$ cat config.mk
export PLATFORM = sky130hd
export DESIGN_NAME = tpmm_geom
export DESIGN_NICKNAME = d
export VERILOG_FILES = /design/src/hw/rtl/tpmm_pkg.sv /design/src/hw/rtl/tpmm_geom.sv
export SDC_FILE = /design/constraint.sdc
export NUM_CORES = 1
export LEC_CHECK = 0
export BUFFER_PORTS_ARGS = -buffer_cell sky130_fd_sc_hd__buf_4
export CELL_PAD_IN_SITES_DETAIL_PLACEMENT = 0
export CELL_PAD_IN_SITES_GLOBAL_PLACEMENT = 1
export CORE_AREA = 2 2 196 198
export CTS_BUF_LIST = sky130_fd_sc_hd__clkbuf_4 sky130_fd_sc_hd__clkbuf_8
export CTS_CLUSTER_DIAMETER = 200
export DETAILED_ROUTE_END_ITERATION = 12
export DIE_AREA = 0 0 198 200
export PLACE_DENSITY_LB_ADDON = 0.1
export SETUP_SLACK_MARGIN = 0.05
export SLEW_MARGIN = 20
export SYNTH_ARGS = -nofsm -noshare
export SYNTH_HDL_FRONTEND = slang
export SYNTH_SLANG_ARGS = --single-unit
export TNS_END_PERCENT = 10
$ cat constraint.sdc
create_clock -name clock -period 6.07 [get_ports clock]
set_input_delay 1.214 -clock clock [delete_from_list [all_inputs] [get_ports clock]]
set_output_delay 1.214 -clock clock [all_outputs]
set_load 0.01 [all_outputs]
$ cat src/hw/rtl/tpmm_pkg.sv
// Shared types, constants and helpers of the tiled phase min/max unit.
package tpmm_pkg;

   localparam int DIM_W  = 14;
   localparam int PIX_W  = 13;
   localparam int TILE_W = 6;
   localparam int PH_W   = 24;
   localparam int PROD_W = DIM_W + TILE_W + 1;

   localparam logic [PH_W-1:0]  INVALID_LO     = 24'd255975;
   localparam logic [PH_W-1:0]  INVALID_HI     = 24'd256025;
   localparam logic [PH_W-1:0]  FRAME_MIN_INIT = 24'd255974;
   localparam logic [DIM_W-1:0] RESET_WIDTH    = 14'd1280;
   localparam logic [DIM_W-1:0] RESET_HEIGHT   = 14'd720;

   localparam logic REG_WIDTH  = 1'b0;
   localparam logic REG_HEIGHT = 1'b1;

   typedef struct packed {
      logic [PH_W-1:0] h_phase;
      logic [PH_W-1:0] v_phase;
   } req_type;

   typedef struct packed {
      logic [TILE_W-1:0] tile_col;
      logic [TILE_W-1:0] tile_row;
      logic [PH_W-1:0]   tile_h_max;
      logic [PH_W-1:0]   tile_h_min;
      logic [PH_W-1:0]   tile_v_max;
      logic [PH_W-1:0]   tile_v_min;
      logic [PH_W-1:0]   frame_h_max;
      logic [PH_W-1:0]   frame_h_min;
      logic [PH_W-1:0]   frame_v_max;
      logic [PH_W-1:0]   frame_v_min;
      logic              last_of_run;
      logic              frame_done;
   } rsp_type;

   typedef struct packed {
      logic [PH_W-1:0] hmax;
      logic [PH_W-1:0] hmin;
      logic [PH_W-1:0] vmax;
      logic [PH_W-1:0] vmin;
   } ent_type;

   typedef struct packed {
      logic col2;
      logic row2;
      logic col_adv;
      logic tile_end;
      logic row_last;
      logic row_end;
      logic frame_end;
   } geo_type;

   typedef enum logic [3:0] {
      ST_SWEEP,
      ST_IDLE,
      ST_MUL,
      ST_CMP,
      ST_RD,
      ST_WR,
      ST_POST,
      ST_ERD,
      ST_ELOAD
   } st_type;

   function automatic logic [DIM_W-1:0] clamp_dim(input logic [DIM_W-1:0] d,
                                                  input logic [DIM_W-1:0] hi);
      if (d < 14'd2) return 14'd2;
      if (d > hi) return hi;
      return d;
   endfunction

   function automatic logic phase_ok(input logic [PH_W-1:0] p);
      return (p < INVALID_LO) || (p > INVALID_HI);
   endfunction

endpackage

$ cat src/hw/rtl/tpmm_geom.sv
// Tile edge geometry: products and edge compares for the current pixel.
module tpmm_geom #(
   parameter int TILES = 16
) (
   input  logic                         clock,
   input  logic                         capture,
   input  logic [tpmm_pkg::DIM_W-1:0]   width,
   input  logic [tpmm_pkg::DIM_W-1:0]   height,
   input  logic [tpmm_pkg::PIX_W-1:0]   pix_col,
   input  logic [tpmm_pkg::PIX_W-1:0]   pix_row,
   input  logic [tpmm_pkg::TILE_W-1:0]  tile_col,
   input  logic [tpmm_pkg::TILE_W-1:0]  tile_row,
   output tpmm_pkg::geo_type            flags
);

   localparam int PW = tpmm_pkg::PROD_W;
   localparam int DW = tpmm_pkg::DIM_W;
   localparam int KW = tpmm_pkg::TILE_W + 1;

   logic [DW-1:0] deff_w, deff_h;
   logic [KW-1:0] kc, kr;
   logic [PW-1:0] xc_ff, ac_ff, xr_ff, ar_ff;
   logic [PW-1:0] nc, nr;
   tpmm_pkg::geo_type flags_ff, flags_in;

   assign deff_w = (width > DW'(TILES)) ? width : DW'(TILES + 1);
   assign deff_h = (height > DW'(TILES)) ? height : DW'(TILES + 1);
   assign kc = KW'(tile_col) + KW'(1);
   assign kr = KW'(tile_row) + KW'(1);

   always_ff @(posedge clock) begin
      xc_ff <= PW'(deff_w) * PW'(kc);
      ac_ff <= PW'(pix_col) * PW'(TILES);
      xr_ff <= PW'(deff_h) * PW'(kr);
      ar_ff <= PW'(pix_row) * PW'(TILES);
      if (capture) begin
         flags_ff <= flags_in;
      end
   end

   assign nc = ac_ff + PW'(TILES);
   assign nr = ar_ff + PW'(TILES);

   always_comb begin
      flags_in.col2      = (kc < KW'(TILES)) && (ac_ff <= xc_ff) && (xc_ff < nc);
      flags_in.col_adv   = (kc < KW'(TILES)) && (nc > xc_ff);
      flags_in.row2      = (kr < KW'(TILES)) && (ar_ff <= xr_ff) && (xr_ff < nr);
      flags_in.tile_end  = nr > xr_ff;
      flags_in.row_last  = !(kr < KW'(TILES));
      flags_in.row_end   = DW'(pix_col) >= (width - DW'(1));
      flags_in.frame_end = DW'(pix_row) >= (height - DW'(1));
   end

   assign flags = flags_ff;

endmodule

Word level (Yosys, flattened, before mapping):

Index checks and enable logic that the tools add are counted.

* flip-flop bits (word level): 75

* add/subtract/negate cells: 6
* multiply operators: 2
* order comparisons: 12
* muxes and demuxes: 2
* reduce and logical (&&, ||, !) cells: 6

Operator list (number)
* $gt 18x21->1: 2
* $le 17x21->1: 2
* $lt 21x18->1: 2
* $mul 14x7->21: 2
* $add 17x5->18 const B: 2
* $ge 13x14->1: 2
* $gt 14x5->1 const B: 2
* $mux 14: 2
* $sub 14x1->14 const B: 2
* $add 6x1->7 const B: 2
* $lt 7x5->1 const B: 2
* $logic_and 1x1->1: 5
* $logic_not 1->1: 1

Logic depth before layout (Yosys ltp):

Gate-level depths: netlist of the first run.

* depth after elaboration: 4
* depth in mapped cells: 22

Least setup slack after synthesis of the first run:

OpenSTA, ideal clock, no wires.

* path kind: input -> register
* start point: input port height[10] (netlist bit)
* end point: register xr_ff[20]
* arrival: 6.348 ns
* setup slack: -0.392 ns
* stages: 21
* path through: buf_2 or4_4 nor4b_2 nand2b_1 nand2_1 nor2_1 fa_1 inv_1 fa_1 inv_1 fa_1 inv_1 fa_1 inv_1 ha_1 a21o_1 a221o_2 nand3_1 a21oi_1 mux2i_1 a2111oi_0

* cells in the longest elaborated chain, start to end: 3

RTL lines
* start, declared: line tpmm_geom.sv:8 `input logic [tpmm_pkg::DIM_W-1:0] height,`
* $gt 14x5->1: line tpmm_geom.sv:27 `assign deff_h = (height > DW'(TILES)) ? height : DW'(TILES + 1);`
* $mux 14 (*): line tpmm_geom.sv:27
* $mul 14x7->21 (*): line tpmm_geom.sv:34 `xr_ff <= PW'(deff_h) * PW'(kr);`
* end signal, assigned: line tpmm_geom.sv:34
* end, declared: line tpmm_geom.sv:22 `logic [PW-1:0] xc_ff, ac_ff, xr_ff, ar_ff;`

Mark *: on every way between the ends. The rest lies on a longest branch, timed or not.
A chain may end at the register's enable or synchronous reset.

Worst setup path after layout of the first run:

* start point: input port height[8] (netlist bit)
* end point: register xr_ff[18]

The elaborated chain is that of the path after synthesis.

==> impl_metrics.csv, run 1 <==
group,metric,value,unit
run_status,outcome,"completed",
synth,synthTopCellsByArea,"fa_1 22%, ha_1 19%, dfxtp_1 13%",
timing,rsz0062_at_grt,"true",
global_route,grt_usage,0.1604,
placed_design,port_buffers,74,
synth,syn_area,10740,um2
setup_path,r2r_slack,3230,ps
placed_design,place_area,13060,um2
timing,finalMaxSlewViolations,0,
setup_path,worstPathRequired,6370,ps
clock_tree,cts_buffers,9,
floorplanning,die_area,39600,um2
detailed_routing,drt.antenna.violating_nets,0,
timing,hold_viol,0,
synth,synthTopCellsByCount,"178 x inv_1, 164 x ha_1, 118 x fa_1",
detailed_routing,routedWlPerCell,15.50,um
synth,syn_nets,1571,
setup_path,path_class,"input port to flip-flop",
power,total_leakage_power,0.006858,uW
clock_tree,cts.sinks,75,
cells_and_area,postLayoutCellArea,13500,um2
clock_tree,clockBufferDepth,2,
detailed_routing,viasPerCell,4.516,
clock_tree,cts_root_buf,"clkbuf_8",
synth,syn_area_per_cell,8.794,um2
worst_hold_path,holdCritPathClass,"flip-flop to flip-flop",
global_route,antenna_found_initial,1,
floorplanning,die_h,200,um
placed_design,pre_cts_ws,-404.7,ps
power,max-vdd-ir-drop,0.1554,mV
global_route,grt_first_pass_wirelength,49.49,mm
cells_and_area,final_nets,1781,
clock_tree,clk_pin_slew_worst_paths,80,ps
timing,fin_crit,6001,ps
detailed_routing,drtIter0Drc,270,
clock_tree,htree_levels,3,
clock_tree,ctsHoldBuffers,0,
synth,synth.top_cell.area_share,0.2200,
timing,finalCritPeriodShare,0.9886,
synth,yosysTopAreaCell,"fa_1",
synth,async_flop_share,0,
synth,yosysMostFrequentCell,"inv_1",
floorplanning,rows,71,
setup_path,slowest_delay,550,ps
cells_and_area,layout-drive-gt1-share,0.2061,
detailed_routing,vias,8793,
floorplanning,initial_core_util,0.2871,
synth,yosysSeqAreaShare,0.1464,
setup_path,cp_top_family,"adder cells",
cells_and_area,area.growth.synth_to_final,25.76,%
global_route,grt_pass1_vias,9238,
cells_and_area,fin_util,0.3611,
synth,ys_ff_latch,75,
worst_hold_path,holdPathStages,3,
synth,yosysWarnings,0,
setup_path,cp_common_cell,"fa_1",
synth,postSynthCellCount,1221,
global_route,gr-total-overflow,0,
timing,worst_pin_slew,680.6,ps
placed_design,post-dp-hpwl,26.49,mm
setup_path,critPathArrivalTime,6300,ps
synth,synth_edf_count,7,
timing,slew_headroom,0.5430,
setup_path,startpoint_type,"input port",
detailed_routing,drc,0,
timing,finClkSkew,6.202,ps
cells_and_area,layout.cells.non_filler,1947,
cells_and_area,diodes,0,
setup_path,critPathLaunch,"height[8]",
setup_path,cp_num_buf_inv,5,
detailed_routing,totalWireLength,30.17,mm
timing,setup_slack,69.50,ps
clock_tree,cts_tree,"done",
floorplanning,die_w,198,um
placed_design,place_inst,1930,
setup_path,crit_fanout,5,
timing,max_freq,166.7,MHz
cells_and_area,fillers,3991,
setup_path,crit_chain,"buf_4 -> or4_4 -> nor4b_4 -> nand2b_1 -> nand2_4 -> nor2_2 -> fa_1 -> inv_1 -> fa_1 -> inv_1 -> fa_1 -> inv_2 -> fa_1 -> inv_2 -> ha_4 -> a21o_1 -> a221o_2 -> nand3_4 -> a21oi_4 -> or4_1 -> nand4_1",
clock_tree,clkLatencyLatePin,360,ps
setup_path,endpoint_kind,"flip-flop",
placed_design,globalplace.congestion,0.8257,
setup_path,reg2reg_to,"flags[5]",
setup_path,cp-endpoint,"xr_ff[18]",
setup_path,reg2reg_from,"ar_ff[6]",
synth,ys.flop_type,"dfxtp_1",
synth,yosysUniqueCellTypes,55,
floorplanning,ios,75,
global_route,grt_max_degree,18,
floorplanning,core-area,37400,um2
setup_path,worst-path-stages,21,
run,drv_cap,0,
detailed_routing,drtPass1Iterations,6,
setup_path,cp_slowest_cell,"or4_4",
setup_path,rr_worst_depth,12,
power,p_per_area,338.9,nW/um2
timing,setup_violations,0,
[final cells by class]
type	instances	area, um2	share of cell area
clock inverters	6	135.1	0.01001
inverters	178	668.1	0.04948
repair buffers	226	1700	0.1259
multi-input cells	941	8658	0.6412
flip-flops and latches	75	1572	0.1164
clock buffers	10	131.4	0.009729
well taps	511	639.4	0.04735
[cell families (layout without fill, tap and decap cells)]
logic type	Yosys count	after routing	synth area share
AND/OR/NAND/NOR	411	411	0.2013
adder cells (fa/ha/maj)	282	282	0.4111
buffers and inverters	205	420	0.07178
AO/OA/AOI/OAI	158	158	0.09579
XOR/XNOR	88	88	0.07178
flip-flops	75	75	0.1464
multiplexers	2	2	0.001864
[tightest hold or removal path: stages, from the launching register on]
cell	delay [ps]
dfxtp_1	320
inv_1	70
o2111ai_1	120
and3b_1	170
[registers in the layout, summed over array words and instances (netlist names)]
name	cells
xc_ff	21
xr_ff	21
ar_ff	13
flags	7
ac_ff	13
[through the flow]
| stage | power, uW | hold slack, ps | setup TNS (ps) |
|---|---|---|---|
| 3_3_place_gp | 3954 | 788.8 | -4516 |
| 3_5_place_dp | 3944 | 787.7 | -5724 |
| 4_1_cts | 4494 | 810.4 | 0 |
| 5_1_grt | 5134 | 852.9 | -175.8 |
| 6_report | 4577 | 786.4 | 0 |
| 2_1_floorplan | 2736 | 630.7 | -86.91 |
[how the worst min path moves through the flow]
stage | to | from | slack (ps)
global placement | flags[5] | xr_ff[17] | 790
detailed placement | flags[5] | xr_ff[17] | 790
CTS | flags[5] | xr_ff[17] | 810
floorplan | flags[5] | xr_ff[17] | 630
global route | flags[4] | xc_ff[18] | 850
finish | flags[5] | xr_ff[17] | 790
[where the power goes]
group          internal [uW]  switching, uW
clock                    321            193
sequential               662           51.5
combinational           1640           1710
total                   2620           1960
[placed cells by master (no fill, tap or decap), types with 5 or more instances in the layout]
cell      netlist  final
buf_4           0    225
inv_1         178    175
ha_1          164    159
fa_1          118    118
nor2_1         93     88
dfxtp_1        68     68
and2_1         67     66
nand2_1        65     60
xnor2_1        51     49
a21oi_1        49     43
xor2_1         37     37
a21o_1         37     37
nor2b_1        33     32
nand3_1        32     30
nand2b_1       29     29
and3_1         22     22
o21ai_0        24     20
nand4_1        18     18
nor3_1         16     16
clkbuf_8        0      9
or3_1           7      7
edfxtp_1        7      7
nor4_1          7      6
or2_2           6      6
o21a_1          6      6
a211oi_1        8      6
nor2_2          0      5
a31oi_1         6      5
ha_4            0      5
[per-layer routing]
layer	wire (um)	share of wire	track usage
met1	16340	0.54	0.2432
met2	13050	0.43	0.2543
met5	0	0	0
met4	175	0.0058	0.02089
met3	602	0.020	0.01210
[timing repair]
action | in CTS | in global routing
pin swaps | 0 | 23
buffers inserted | 0 | 1
setup endpoints to repair | 4 | 22
resized for setup | 1 | 38
gates cloned | 0 | 0
No activity file was read; power rests on OpenSTA's default activity.
==> inputs of run 2 (changes only) <==
Settings changed: ABC_AREA from default to 1, CORE_AREA 2 2 196 198 to 2 2 202 204, DIE_AREA 0 0 198 200 to 0 0 204 206.
==> run 2 against run 1 <==
Net effect: wire length increased by 14%; via count grew 10%; largest cell class unchanged; largest power group unchanged; core utilization is 3.6 points lower; first-iteration DRC count increased by 66%.
==> impl_metrics.csv, run 2 <==
group,metric,value,unit
timing,max_freq,177.3,MHz
global_route,grt_first_pass_wirelength,55.01,mm
synth,yosysMostFrequentCell,"inv_1",
detailed_routing,viasPerCell,4.365,
floorplanning,die_area,42020,um2
synth,async_flop_share,0,
cells_and_area,postLayoutCellArea,13050,um2
power,total_leakage_power,0.007258,uW
synth,syn_area,11390,um2
global_route,grt_pass1_vias,9737,
run,drv_cap,0,
placed_design,globalplace.congestion,0.7958,
synth,syn_nets,1930,
synth,yosysTopAreaCell,"fa_1",
clock_tree,cts.sinks,75,
detailed_routing,routedWlPerCell,15.50,um
clock_tree,clk_pin_slew_worst_paths,90,ps
timing,fin_crit,5641,ps
cells_and_area,fin_util,0.3246,
worst_hold_path,holdCritPathClass,"flip-flop to flip-flop",
cells_and_area,top_regs,"xc_ff: 21 flops, xr_ff: 21 flops",
placed_design,place_area,12840,um2
placed_design,port_buffers,74,
timing,hold_viol,0,
cells_and_area,diodes,0,
detailed_routing,drtIter0Drc,448,
clock_tree,clkLatencyLatePin,380,ps
timing,worst_pin_slew,522.2,ps
synth,ys_ff_latch,75,
worst_hold_path,holdPathStages,5,
clock_tree,htree_levels,3,
global_route,gr-total-overflow,0,
floorplanning,die_h,206,um
clock_tree,cts_root_buf,"clkbuf_8",
synth,yosysSeqAreaShare,0.1379,
timing,setup_violations,0,
setup_path,r2r_slack,3000,ps
synth,yosysWarnings,0,
clock_tree,cts_buffers,9,
power,max-vdd-ir-drop,0.1437,mV
timing,finalCritPeriodShare,0.9294,
clock_tree,ctsHoldBuffers,0,
floorplanning,rows,74,
global_route,grt_usage,0.1704,
placed_design,place_inst,2207,
detailed_routing,drtPass1Iterations,5,
timing,slew_headroom,0.6506,
cells_and_area,final_nets,2036,
timing,rsz0062_at_grt,"false",
synth,synth.top_cell.area_share,0.2073,
setup_path,worstPathRequired,6340,ps
timing,fin_hold_ws,771.5,ps
detailed_routing,drt.antenna.violating_nets,0,
worst_hold_path,min_to,"flags[5]",
clock_tree,cts_tree,"done",
floorplanning,ios,75,
detailed_routing,totalWireLength,34.47,mm
setup_path,reg2reg_from,"ac_ff[4]",
synth,ys.flop_type,"dfxtp_1",
setup_path,reg2reg_to,"flags[6]",
floorplanning,core-area,40180,um2
synth,synthTopCellsByArea,"fa_1 21%, ha_1 18%, dfxtp_1 12%",
cells_and_area,area.growth.synth_to_final,14.48,%
detailed_routing,drc,0,
setup_path,endpoint_kind,"flip-flop",
power,power.total,4094,uW
clock_tree,cts_resized,0,
timing,finalMaxSlewViolations,0,
cells_and_area,layout-drive-gt1-share,0.08811,
power,p_per_area,313.9,nW/um2
synth,synthTopCellsByCount,"329 x inv_1, 320 x nand2_1, 242 x nor2_1",
cells_and_area,mostFrequentLayoutCells,"329 x inv_1, 320 x nand2_1, 241 x nor2_1",
global_route,grt_max_degree,16,
detailed_routing,vias,9704,
clock_tree,clockBufferDepth,2,
synth,syn_area_per_cell,7.212,um2
timing,finClkSkew,8.605,ps
setup_path,critPathArrivalTime,5920,ps
cells_and_area,layout.cells.non_filler,2223,
placed_design,post-dp-hpwl,30.69,mm
synth,postSynthCellCount,1580,
setup_path,rr_worst_depth,18,
floorplanning,initial_core_util,0.2836,
setup_path,path_class,"input port to flip-flop",
setup_path,crit_fanout,5,
clock_tree,cts_setup_buffers,0,
synth,yosysUniqueCellTypes,42,
run_status,outcome,"completed",
global_route,antenna_found_initial,0,
setup_path,startpoint_type,"input port",
worst_hold_path,hp-start,"xr_ff[19]",
synth,synth_edf_count,7,
cells_and_area,layout_commonest_cell,"inv_1",
floorplanning,die_w,204,um
## run 2: changes by cell type in the layout (fill, tap and decap cells not counted), moves of 29 or more
cell / delta
a21o_1: -30
and2_1: -64
buf_4: -114
inv_1: +154
nand2_1: +260
nand2b_1: -29
nand3_1: +48
nor2_1: +153
nor2b_1: -31
xnor2_1: -38
## run 2: kinds of logic (layout without fill, tap and decap cells)
family | after synthesis | after routing | share of synthesized area
AOI/OAI and AO/OA | 106 | 106 | 0.05161
xor gates and xnor gates | 65 | 65 | 0.04996
adders and majority gates | 282 | 282 | 0.3874
buffers and inverters | 354 | 465 | 0.1178
DFF | 75 | 75 | 0.1379
and+or+nand+nor | 698 | 698 | 0.2553
## run 2: worst max-delay path by stage
| stage | depth (start not counted) | start | to |
|---|---|---|---|
| after floorplan | 25 | height[10] | xr_ff[15] |
| after global placement | 23 | width[0] | xc_ff[20] |
| after detailed placement | 23 | width[0] | xc_ff[20] |
| after CTS | 23 | width[0] | xc_ff[20] |
| after global routing | 23 | height[0] | xr_ff[16] |
| final | 22 | height[0] | xr_ff[15] |
## run 2: cell type report
type	count	area, um2
timing repair buffer	112	853.3
multi-input combinational	1151	8483
sequential	75	1572
clock buffer	9	123.9
clock inverter	7	82.58
tap	532	665.6
fill	4449	27140
inverter	337	1265
## run 2: report_power, final
part | total [uW] | switching [uW] | internal [uW]
Sequential | 718 | 56.3 | 662
Combinational | 2950 | 1840 | 1110
Clock | 426 | 229 | 198
Total | 4090 | 2130 | 1970
## run 2: critical path, cell delays in order
cell	delay, ps
buf_4	120
inv_1	80
ha_1	220
a21oi_1	290
nor2_4	90
o21ai_0	420
fa_1	520
fa_1	540
inv_1	50
fa_1	520
inv_1	60
fa_1	540
inv_1	50
ha_1	350
a21oi_1	180
o21ai_0	140
nand2_1	80
nand3_1	150
nand2_1	140
nand2_1	60
nand2_1	50
nand2_1	40
## run 2: through the flow
stage	worst slack, ps	setup TNS, ps
finish	428.6	0
global route	95.57	0
CTS	389.6	0
detailed placement	-3.057	-3.057
global placement	-18.77	-18.77
floorplan	621.6	0
## run 2: metal layers
metal	share of wire	up-vias	global-route usage
li1	-	5055	-
met1	0.57	4533	0.2754
met2	0.41	103	0.2457
met3	0.020	13	0.01325
met4	0.0064	0	0.02640
met5	0	-	0
==> inputs of run 3 (changes only) <==
Clock period 6.07 ns to 5.8 ns, I/O delays scaled along.
==> run 3 against run 2 <==
Net effect: register-to-register slack lost 200 ps; core utilization increased by 1.3 points; power increased by 11%; first-iteration DRC count grew 26%; setup slack lost 98 ps; worst hold slack gained 4.3 ps; clock power is 2% higher; cell area grew 3.9%; flip-flop and latch count unchanged; via count rose by 3.4%; critical endpoint is now xc_ff[20].
==> impl_metrics.csv, run 3 (synthesis results as in run 2) <==
group,metric,value,unit
run_status,outcome,"completed",
clock_tree,cts_setup_buffers,0,
worst_hold_path,min_to,"flags[5]",
timing,finalMaxSlewViolations,0,
setup_path,path_class,"input port to flip-flop",
cells_and_area,layout-drive-gt1-share,0.1236,
placed_design,post-dp-hpwl,31.42,mm
global_route,grt_max_degree,18,
timing,max_freq,182.8,MHz
setup_path,crit_fanout,5,
clock_tree,cts_buffers,9,
setup_path,cp_common_cell,"nand2_1",
setup_path,rr_worst_depth,18,
global_route,gr-total-overflow,0,
detailed_routing,vias,10040,
timing,tns,0,ps
setup_path,crit_chain,"buf_4 -> inv_1 -> ha_1 -> a21oi_1 -> nor2_2 -> nor2_2 -> inv_1 -> nor2_1 -> fa_1 -> fa_1 -> fa_1 -> inv_1 -> fa_1 -> inv_1 -> ha_1 -> a21oi_1 -> o21ai_0 -> nand2_1 -> nand2_1 -> nand2_1 -> nand3_1 -> nand2_1 -> nand2_1",
cells_and_area,layout_commonest_cell,"inv_1",
run,drv_cap,0,
detailed_routing,drc,0,
setup_path,reg2reg_from,"ac_ff[4]",
setup_path,slowest_delay,550,ps
global_route,grt_pass1_vias,9967,
cells_and_area,area.growth.synth_to_final,18.90,%
setup_path,r2r_slack,2800,ps
floorplanning,die_h,206,um
timing,finClkSkew,15.97,ps
clock_tree,htree_levels,3,
clock_tree,clkLatencyLatePin,390,ps
worst_hold_path,hp-start,"xr_ff[19]",
cells_and_area,fillers,4443,
floorplanning,ios,75,
setup_path,worst-path-stages,23,
floorplanning,rows,74,
power,max-vdd-ir-drop,0.1368,mV
cells_and_area,final_nets,2100,
setup_path,startpoint_type,"input port",
setup_path,worstPathRequired,6080,ps
global_route,antenna_found_initial,0,
floorplanning,core-area,40180,um2
setup_path,endpoint_kind,"flip-flop",
clock_tree,clockBufferDepth,2,
global_route,grt_first_pass_wirelength,56.17,mm
detailed_routing,routedWlPerCell,15.38,um
power,total_leakage_power,0.007572,uW
cells_and_area,top_regs,"xc_ff: 21 flops, xr_ff: 21 flops",
timing,slew_headroom,0.6231,
setup_path,cp_top_family,"adder cells",
floorplanning,initial_core_util,0.2836,
floorplanning,die_area,42020,um2
timing,fin_hold_ws,775.8,ps
clock_tree,cts.sinks,75,
clock_tree,cts_resized,0,
timing,finalCritPeriodShare,0.9430,
cells_and_area,mostFrequentLayoutCells,"329 x inv_1, 320 x nand2_1, 241 x nor2_1",
detailed_routing,drtPass1Iterations,5,
placed_design,globalplace.congestion,0.8060,
clock_tree,clk_pin_slew_worst_paths,110,ps
setup_path,cp_slowest_cell,"fa_1",
clock_tree,cts_root_buf,"clkbuf_8",
timing,fin_crit,5469,ps
detailed_routing,totalWireLength,35.16,mm
clock_tree,ctsHoldBuffers,0,
power,p_per_area,336.7,nW/um2
setup_path,reg2reg_to,"flags[6]",
floorplanning,die_w,204,um
placed_design,port_buffers,74,
worst_hold_path,holdPathStages,5,
timing,hold_viol,0,
timing,rsz0062_at_grt,"true",
setup_path,cp_num_buf_inv,5,
detailed_routing,drt.antenna.violating_nets,0,
setup_path,critPathArrivalTime,5750,ps
timing,worst_pin_slew,561.0,ps
timing,setup_violations,0,
detailed_routing,viasPerCell,4.388,
worst_hold_path,holdCritPathClass,"flip-flop to flip-flop",
clock_tree,cts_tree,"done",
detailed_routing,drtIter0Drc,565,
global_route,grt_usage,0.1736,
cells_and_area,diodes,0,
[run 3: tightest hold or removal path, delay by kind of cell (launching register included)]
| kind | cells | cell delay (ps) |
|---|---|---|
| buffers and inverters | 1 | 50 |
| flip-flops | 1 | 350 |
| AND/OR/NAND/NOR | 4 | 230 |
[run 3: area by class of cell]
class	count	area, um2	area share
inverter	337	1265	0.09337
clock buffer	9	123.9	0.009143
sequential	75	1572	0.1160
clock inverter	7	76.32	0.005634
tap	532	665.6	0.04913
multi-input combinational	1151	8499	0.6274
timing repair buffer	176	1346	0.09937
[run 3: how the worst max path moves through the flow]
| stage | start | endpoint | slack (ps) |
|---|---|---|---|
| floorplan | height[10] | xr_ff[15] | 410 |
| CTS | width[5] | xc_ff[19] | 200 |
| finish | width[0] | xc_ff[20] | 330 |
| global route | width[5] | xc_ff[19] | 30 |
| global placement | width[0] | xc_ff[19] | -220 |
| detailed placement | width[5] | xc_ff[19] | -220 |
[run 3: power breakdown]
| part | internal [uW] | switching, uW |
|---|---|---|
| Sequential | 692 | 53.1 |
| Combinational | 1400 | 1980 |
| Clock | 173 | 261 |
[run 3: routing by layer]
metal,wire [um],share of wire,global-route usage,vias up
li1,-,-,-,5189
met4,230,0.0065,0.02252,0
met1,19760,0.56,0.2786,4717
met2,14180,0.40,0.2515,116
met5,0,0,0,-
met3,990,0.028,0.01798,13
[run 3: stage by stage]
stage | area [um2] | cells | util | setup slack, ps | total power (uW)
after global routing | 13550 | 2287 | 0.3372 | 26.63 | 5147
after floorplan | 11390 | 1580 | - | 405.6 | 2931
after detailed placement | 13330 | 2271 | 0.3317 | -215.8 | 4150
final | 13550 | 2287 | 0.3372 | 330.8 | 4561
after CTS | 13530 | 2287 | 0.3367 | 200.3 | 4623
after global placement | 13330 | 2271 | 0.3317 | -223.6 | 4169
